File: config.mk
export PLATFORM = sky130hd
export DESIGN_NAME = uart_receiver_with_start_timeout_unit
export DESIGN_NICKNAME = d
export VERILOG_FILES = /design/src/rtl/core/uartrx_pkg.sv /design/src/rtl/core/uart_receiver_with_start_timeout_unit.sv
export SDC_FILE = /design/constraint.sdc
export NUM_CORES = 1
export LEC_CHECK = 0
export BUFFER_PORTS_ARGS = -buffer_cell sky130_fd_sc_hd__buf_2
export CORE_MARGIN = 8
export CORE_UTILIZATION = 55
export CTS_BUF_LIST = sky130_fd_sc_hd__clkbuf_16
export DETAILED_ROUTE_END_ITERATION = 8
export PLACE_DENSITY = 0.78
export SLEW_MARGIN = 40
export SYNTH_ARGS = -nofsm -noshare
export SYNTH_HDL_FRONTEND = slang
export SYNTH_SLANG_ARGS = --single-unit
File: constraint.sdc
create_clock -name clk -period 14.2 [get_ports clk]
set_input_delay 0.71 -clock clk [delete_from_list [all_inputs] [get_ports clk]]
set_output_delay 0.71 -clock clk [all_outputs]
set_load 0.05 [all_outputs]
File: src/rtl/core/uartrx_pkg.sv
// uartrx_pkg: constants shared by the uart receiver with start timeout
// field widths, receiver phase codes and configuration register indexes
// no dependencies
package uartrx_pkg;

    localparam int BP_W      = 16;
    localparam int LIMIT_W   = 31;
    localparam int ELAPSED_W = 20;
    localparam int DATA_W    = 8;
    localparam int CFG_IDX_W = 1;
    localparam int CFG_W     = 31;

    localparam logic [1:0] PH_IDLE = 2'd0;
    localparam logic [1:0] PH_EDGE = 2'd1;
    localparam logic [1:0] PH_RECV = 2'd2;

    localparam logic [CFG_IDX_W-1:0] REG_BIT_PERIOD    = 1'd0;
    localparam logic [CFG_IDX_W-1:0] REG_TIMEOUT_LIMIT = 1'd1;

    localparam logic [BP_W-1:0]    BIT_PERIOD_RST    = 16'd104;
    localparam logic [LIMIT_W-1:0] TIMEOUT_LIMIT_RST = 31'h7fff_f000;
    localparam logic [LIMIT_W-1:0] IDLE_MAX          = 31'h7fff_ffff;

    typedef logic [1:0] phase_t;

endpackage

File: src/rtl/core/uart_receiver_with_start_timeout_unit.sv
// uart_receiver_with_start_timeout_unit: 8n1-style serial receiver with start edge timeout
// one line sample per beat; result beat is a byte or a timeout flag
// depends on uartrx_pkg
// a result beat is presented in the cycle after the line beat that completes it
// throughput: one line beat per cycle; the output register frees input ready
//   whenever it is empty or being drained in the same cycle
// reset: asynchronous, active low; receiver waits for an idle-high line,
//   bit_period returns to 104 and timeout_limit to 0x7ffff000
module uart_receiver_with_start_timeout_unit #(
    parameter int DATA_BITS = 8
) (
    input  logic                                 clk,
    input  logic                                 rst_n,
    input  logic                                 cfg_en,
    input  logic [uartrx_pkg::CFG_IDX_W-1:0]     cfg_index,
    input  logic [uartrx_pkg::CFG_W-1:0]         cfg_data,
    input  logic                                 in_valid,
    output logic                                 in_ready,
    input  logic                                 line,
    output logic                                 out_valid,
    input  logic                                 out_ready,
    output logic [uartrx_pkg::DATA_W-1:0]        data,
    output logic                                 timed_out
);

    localparam int BPW   = uartrx_pkg::BP_W;
    localparam int LW    = uartrx_pkg::LIMIT_W;
    localparam int EW    = uartrx_pkg::ELAPSED_W;
    localparam int DW    = uartrx_pkg::DATA_W;
    localparam int CNT_W = $clog2(DATA_BITS + 1);
    localparam int TGT_W = CNT_W + BPW + 1;

    // configuration
    logic [BPW-1:0] bit_period_reg;
    logic [LW-1:0]  timeout_limit_reg;

    always_ff @(posedge clk or negedge rst_n)
    begin
        if (!rst_n)
        begin
            bit_period_reg    <= uartrx_pkg::BIT_PERIOD_RST;
            timeout_limit_reg <= uartrx_pkg::TIMEOUT_LIMIT_RST;
        end
        else if (cfg_en)
        begin
            case (cfg_index)
                uartrx_pkg::REG_BIT_PERIOD:    bit_period_reg    <= cfg_data[BPW-1:0];
                uartrx_pkg::REG_TIMEOUT_LIMIT: timeout_limit_reg <= cfg_data[LW-1:0];
                default: ;
            endcase
        end
    end

    // receiver state
    uartrx_pkg::phase_t     phase_reg, phase_next;
    logic [EW-1:0]          elapsed_reg, elapsed_next;
    logic [CNT_W-1:0]       bits_reg, bits_next;
    logic [DATA_BITS-1:0]   rx_reg, rx_next;
    logic [LW-1:0]          idle_reg, idle_next;

    logic                   out_valid_reg, out_valid_next;
    logic [DW-1:0]          data_reg, data_next;
    logic                   timed_out_reg, timed_out_next;

    logic                   accept;
    logic                   emit;
    logic [LW-1:0]          idle_inc;
    logic [EW-1:0]          elapsed_inc;
    logic [CNT_W-1:0]       bits_inc;
    logic [TGT_W-1:0]       target;
    logic [DATA_BITS-1:0]   rx_shift;

    assign in_ready = !out_valid_reg || out_ready;
    assign accept   = in_valid && in_ready;

    assign idle_inc    = (idle_reg == uartrx_pkg::IDLE_MAX) ? idle_reg : idle_reg + 1'b1;
    assign elapsed_inc = elapsed_reg + 1'b1;
    assign bits_inc    = bits_reg + 1'b1;
    assign target      = TGT_W'(bit_period_reg >> 1) + TGT_W'(bits_inc) * TGT_W'(bit_period_reg);
    assign rx_shift    = {line, rx_reg[DATA_BITS-1:1]};

    always_comb
    begin
        phase_next     = phase_reg;
        elapsed_next   = elapsed_reg;
        bits_next      = bits_reg;
        rx_next        = rx_reg;
        idle_next      = idle_reg;
        emit           = 1'b0;
        data_next      = data_reg;
        timed_out_next = timed_out_reg;
        if (accept)
        begin
            case (phase_reg)
                uartrx_pkg::PH_EDGE:
                begin
                    if (line)
                    begin
                        if (idle_inc > timeout_limit_reg)
                        begin
                            phase_next     = uartrx_pkg::PH_IDLE;
                            idle_next      = '0;
                            emit           = 1'b1;
                            data_next      = '0;
                            timed_out_next = 1'b1;
                        end
                        else
                        begin
                            idle_next = idle_inc;
                        end
                    end
                    else
                    begin
                        phase_next   = uartrx_pkg::PH_RECV;
                        elapsed_next = '0;
                        bits_next    = '0;
                        rx_next      = '0;
                    end
                end
                uartrx_pkg::PH_RECV:
                begin
                    elapsed_next = elapsed_inc;
                    if (TGT_W'(elapsed_inc) >= target)
                    begin
                        if (bits_inc >= CNT_W'(DATA_BITS))
                        begin
                            phase_next     = uartrx_pkg::PH_IDLE;
                            elapsed_next   = '0;
                            bits_next      = '0;
                            rx_next        = '0;
                            emit           = 1'b1;
                            data_next      = DW'(rx_shift);
                            timed_out_next = 1'b0;
                        end
                        else
                        begin
                            bits_next = bits_inc;
                            rx_next   = rx_shift;
                        end
                    end
                end
                default:
                begin
                    // unused code behaves as wait-idle
                    phase_next = uartrx_pkg::PH_IDLE;
                    if (line)
                    begin
                        phase_next = uartrx_pkg::PH_EDGE;
                        idle_next  = '0;
                    end
                end
            endcase
        end
        if (emit)
        begin
            out_valid_next = 1'b1;
        end
        else if (out_ready)
        begin
            out_valid_next = 1'b0;
        end
        else
        begin
            out_valid_next = out_valid_reg;
        end
    end

    always_ff @(posedge clk or negedge rst_n)
    begin
        if (!rst_n)
        begin
            phase_reg     <= uartrx_pkg::PH_IDLE;
            elapsed_reg   <= '0;
            bits_reg      <= '0;
            rx_reg        <= '0;
            idle_reg      <= '0;
            out_valid_reg <= 1'b0;
        end
        else
        begin
            phase_reg     <= phase_next;
            elapsed_reg   <= elapsed_next;
            bits_reg      <= bits_next;
            rx_reg        <= rx_next;
            idle_reg      <= idle_next;
            out_valid_reg <= out_valid_next;
        end
    end

    always_ff @(posedge clk)
    begin
        data_reg      <= data_next;
        timed_out_reg <= timed_out_next;
    end

    assign out_valid = out_valid_reg;
    assign data      = data_reg;
    assign timed_out = timed_out_reg;

    // checks
    a_phase_legal: assert property (@(posedge clk) disable iff (!rst_n)
        phase_reg != 2'd3)
        else $error("receiver phase left its legal codes");

    a_idle_clean: assert property (@(posedge clk) disable iff (!rst_n)
        phase_reg == uartrx_pkg::PH_IDLE |-> (bits_reg == '0 && rx_reg == '0 && elapsed_reg == '0))
        else $error("receive state not cleared in wait-idle");

    a_bits_bound: assert property (@(posedge clk) disable iff (!rst_n)
        bits_reg < CNT_W'(DATA_BITS))
        else $error("bit count reached data width without a result");

    a_timeout_zero: assert property (@(posedge clk) disable iff (!rst_n)
        out_valid && timed_out |-> data == '0)
        else $error("timeout beat carries data");

    a_result_cause: assert property (@(posedge clk) disable iff (!rst_n)
        $rose(out_valid) |-> $past(accept))
        else $error("result beat without an accepted line beat");

endmodule

After elaboration in Yosys (flattened, before gate mapping)
Index checks and enable logic that the tools add are counted.
{"block": "word_totals", "in_bits": 38, "ff_bits": 122, "elab_cells": 82}
{"block": "classes", "n_addsub": 4, "n_eq_ne": 9, "mux": 41, "magnitude_cmp": 3, "n_bitwise": 2, "reduce_logical": 12, "multipliers": 1}
{"operator": "31-bit two-way mux", "n": 4}
{"operator": "31-bit one-hot mux with 2 select lines", "n": 1}
{"operator": "20-bit two-way mux", "n": 3}
{"operator": "8-bit two-way mux", "n": 7}
{"operator": "20-bit one-hot mux with 2 select lines", "n": 1}
{"operator": "8-bit one-hot mux with 2 select lines", "n": 2}
{"operator": "31-bit by 1-bit adder with 31-bit output (second input constant)", "n": 1}
{"operator": "31-bit == test (second input constant)", "n": 1}
{"operator": "31-bit > comparator", "n": 1}
{"operator": "15-bit by 20-bit adder with 21-bit output", "n": 1}
{"operator": "20-bit by 21-bit >= comparator with 1-bit output", "n": 1}
{"operator": "20-bit by 1-bit adder with 20-bit output (second input constant)", "n": 1}
{"operator": "4-bit by 16-bit multiplier with 20-bit output", "n": 1}
{"operator": "1-bit two-way mux", "n": 12}
{"operator": "4-bit two-way mux", "n": 3}
{"operator": "2-bit != test (second input constant)", "n": 5}
{"operator": "2-bit two-way mux", "n": 4}
{"operator": "4-bit one-hot mux with 2 select lines", "n": 1}
{"operator": "4-bit AND reduction", "n": 2}
{"operator": "3-bit AND reduction", "n": 2}
{"operator": "6-bit AND reduction", "n": 1}
{"operator": "4-bit by 1-bit adder with 4-bit output (second input constant)", "n": 1}
{"operator": "4-bit >= comparator (second input constant)", "n": 1}
{"operator": "1-bit one-hot mux with 2 select lines", "n": 2}
{"operator": "10 further kinds", "n": 13}

Logic depth before layout (Yosys ltp)
{"block": "logic_depth", "depth_word": 8, "mapped_depth": 29}

Worst setup path before layout
Ideal clock, no wire load.
{"block": "synth_path", "path_type": "register to register", "startpoint": "register bits_reg[0]", "endpoint": "register data_reg[0], in the netlist data[0] (enable)", "path_slack_ns": 6.974, "t_arrival_ns": 6.827, "required_time_ns": 13.801, "setup_ns": 0.399, "synth_period_minus_slack_ns": 7.226, "path_stages_with_launch": 29, "path_buffers": 2, "cell_sequence": "dfrtp_1 > clkbuf_1 > nand3_1 > xnor2_1 > clkbuf_1 > and2_1 > fa_1 > fa_1 > inv_1 > fa_1 > inv_1 > ha_1 > nor2b_1 > o21a_1 > o21ai_0 > a21boi_0 > o2111ai_1 > a31oi_1 > o21ai_0 > xor2_1 > ha_1 > o21a_1 > o21ai_0 > a21oi_1 > o21ai_0 > nor4_1 > o21ai_1 > and2_1 > nor4_1"}
{"block": "synth_between", "elab_chain_cells": 6, "elab_cells_between_ends": 8, "cone_classes": "add/sub (2); mul (1); order compare (2); eq/ne (2); reduce/logical (1)"}
{"element": "start: declaration", "line_no": "uart_receiver_with_start_timeout_unit.sv:57", "source": "logic [CNT_W-1:0] bits_reg, bits_next;"}
{"element": "start signal: assignment", "line_no": "uart_receiver_with_start_timeout_unit.sv:183", "source": "bits_reg <= bits_next;"}
{"element": "4-bit by 1-bit adder with 4-bit output (*)", "line_no": "uart_receiver_with_start_timeout_unit.sv:78", "source": "assign bits_inc = bits_reg + 1'b1;"}
{"element": "4-bit by 16-bit multiplier with 20-bit output", "line_no": "uart_receiver_with_start_timeout_unit.sv:79", "source": "assign target = TGT_W'(bit_period_reg >> 1) + TGT_W'(bits_inc) * TGT_W'(bit_period_reg);"}
{"element": "15-bit by 20-bit adder with 21-bit output", "line_no": "uart_receiver_with_start_timeout_unit.sv:79"}
{"element": "20-bit by 21-bit >= comparator with 1-bit output", "line_no": "uart_receiver_with_start_timeout_unit.sv:123", "source": "if (TGT_W'(elapsed_inc) >= target)"}
{"element": "2-bit != test (no source line)"}
{"element": "6-bit AND reduction (no source line) (*)"}
{"element": "end signal: assignment", "line_no": "uart_receiver_with_start_timeout_unit.sv:192", "source": "data_reg <= data_next;"}
{"element": "end: declaration", "line_no": "uart_receiver_with_start_timeout_unit.sv:62", "source": "logic [DW-1:0] data_reg, data_next;"}
Every way passes the cells marked *; elsewhere a longest branch is shown, timed or not.
A chain may end at the register's enable or synchronous reset.

Worst setup path after layout
{"block": "layout_path", "startpoint": "register bits_reg[0]", "endpoint": "register data_reg[5], in the netlist data[5] (enable)"}
The elaborated chain is that of the path after synthesis.

==> flow_summary.ini <==
[place]
dp_hpwl_um = 15580
gp_congestion = 0.8542
dpl.cell_count = 1237
portBuffers = 48

[sta]
grt_setup_unrepaired = no
period_minus_slack_ns = 7.892
finalMaxSlewViolations = 0
period_share = 0.5558
fin_skew_ns = 0.01076
setup_viol = 0
fmax_mhz = 126.7
relSlewSlack = 0.4489
finalSetupTns_ns = 0
finalHoldViolCount = 0
tightest_slew_ns = 0.8239

[job]
maxCapViolCount = 0

[global_route]
grtUsageTotal = 0.1997
grt_max_degree = 82
gr-total-overflow = 0
grt_pass1_wl_um = 35660
grt_pass1_vias = 7471
antenna_found_initial = 0

[critical_path]
cpMaxStageDelayCell = dfrtp_1
path_class = flop to flop
critPathLaunchType = flop
cp.required_ns = 14.25
cpPeakStageDelay_ns = 0.77
crit_path_frequent_cell = fa_1
path_max_fanout = 25
cp-end-kind = flop
r2r_slack_ns = 6.31
reg2reg_depth = 26
crit_arrival_ns = 7.95

[synthesis]
syn_inst = 987
synth-edff-count = 9
synth_most_common_cell = inv_1
synth.top_cell.area_share = 0.2366
yosysWarnings = 0
netlist_top_cells_area = dfrtp_1 24%, ha_1 12%, fa_1 8.8%, dfstp_2 6.1%, mux2_2 5.0%
ys_ff_latch = 121
yosysSeqAreaShare = 0.3258
yosys.area.top_type = dfrtp_1
synth_cell_type_count = 67
async_flop_share = 0.9256
ys_top_cells_by_count = 98 x inv_1, 90 x dfrtp_1, 88 x ha_1, 80 x nand2_1, 60 x o21ai_0
syn-num-nets = 1155
syn_avg_cell_area_sq_um = 9.643
syn_area_sq_um = 9518
synth_ff_type = dfrtp_1

[detailed_routing]
drtPass1Iterations = 5
num_vias = 7295
wl_um = 21020
avgViaCountPerCell = 5.749
wire_per_inst_um = 16.56
drt_iter0_drc = 360
drc = 0
ant_nets = 0

[floorplanning]
dieWidth_um = 147.6
pin_count = 49
die-area_sq_um = 21770
rows = 48
die_h_um = 147.6
core_area_sq_um = 17120
start_util = 0.5561

[clock_tree]
htreeDepth = 4
worstSkewPairLatency_ns = 0.43
clock_sinks = 121
cts_inserted_buffers = 17
cts_tree = done
cts_hold_buffers = 0
clkTransAtPathRegs_ns = 0.06
post_cts_buffers = 0
cts_resized = 0
clock-root-buffer = clkbuf_16
cts_buffer_depth = 2

[pwr]
vdd_drop_max_v = 0.00008610
power_density_nw_per_um2 = 111.1
p_leak_nw = 5.122

[finish]
area_growth_pct = 11.41
fin_util = 0.6195
drive_above_1_share = 0.1590
nets = 1199
antenna-diode-count = 0
finalNonFillerCells = 1269

[run_status]
status = completed

[min_path]
hold_path_class = input port to async pin
==> where the power goes <==
group	leakage, nW	total, mW	internal (mW)	switching [mW]
registers	1.52	0.412	0.387	0.0253
logic	3.32	0.333	0.132	0.201
clock network	0.288	0.433	0.255	0.178
==> cell type report <==
| type | count | area [sq um] |
|---|---|---|
| Timing Repair Buffer | 56 | 306.5 |
| Fill cell | 1441 | 6513 |
| Sequential cell | 121 | 3100 |
| Tap cell | 225 | 281.5 |
| Inverter | 98 | 367.9 |
| Clock buffer | 18 | 450.4 |
| Multi-Input combinational cell | 737 | 5966 |
| Clock inverter | 14 | 131.4 |
==> layer usage <==
layer / GRT usage / share of wire / vias up
met3: 0.03424 / 0.031 / 55
met5: 0 / 0 / -
met1: 0.2427 / 0.44 / 3553
li1: - / - / 3548
met2: 0.3385 / 0.50 / 139
met4: 0.09587 / 0.032 / 0
==> layout by cell type, fill, tap and decap left out, types with 18 or more instances in the layout <==
master     netlist  routed
nor2_1          44      44
dfstp_2         22      22
nor2b_1         18      18
fa_1            42      42
xor2_1          32      31
buf_2            2      47
mux2_2          42      42
o21ai_0         60      60
xnor2_1         31      30
inv_1           98      98
dfrtp_1         90      90
nand2_1         80      80
nand3_1         25      25
and2_1          57      57
a21oi_1         27      27
ha_1            88      88
a32o_1          19      19
clkbuf_16        0      18
==> per-stage QoR <==
stage | power [mW] | setup slack [ns] | area (sq um) | hold slack, ns
after floorplan | 0.6587 | 6.974 | 9518 | 0.4144
after global routing | 1.246 | 5.855 | 10600 | 0.2573
after global placement | 0.7368 | 6.225 | 9985 | 0.4787
after CTS | 1.186 | 6.281 | 10580 | 0.2386
after detailed placement | 0.7499 | 6.310 | 9997 | 0.4837
final | 1.178 | 6.308 | 10600 | 0.2341
==> critical path: cells and delay by family, from the launching register on <==
kind	cells	cell delay [ns]
buf+inv	3	0.32
compound gates	10	1.65
fa+ha+maj	5	2.11
simple gates	6	1.82
flops	1	0.77
xor+xnor	2	0.81
==> cells by family (layout without fill, tap and decap cells) <==
kind of cell,Yosys count,count (layout),synth area share
buffers and inverters,129,186,0.05166
AO/OA/AOI/OAI,193,193,0.1397
AND/OR/NAND/NOR,308,308,0.1701
XOR/XNOR,63,63,0.05797
adder cells (fa/ha/maj),130,130,0.2040
flip-flops,121,121,0.3258
multiplexers,43,43,0.05074
==> path summary, 6_finish.rpt <==
check | to | from
max | data[5]$_SDFFCE_PN0P_ | bits_reg[0]$_DFFE_PN0P_
min | elapsed_reg[15]$_DFFE_PN0P_ | rst_n
max reg2reg | data[5]$_SDFFCE_PN0P_ | bits_reg[0]$_DFFE_PN0P_
min reg2reg | elapsed_reg[14]$_DFFE_PN0P_ | elapsed_reg[14]$_DFFE_PN0P_
max in group asynchronous | timeout_limit_reg[1]$_DFFE_PN0P_ | rst_n
min in group clk | elapsed_reg[14]$_DFFE_PN0P_ | elapsed_reg[14]$_DFFE_PN0P_
Power figures use the tool's default switching activity.
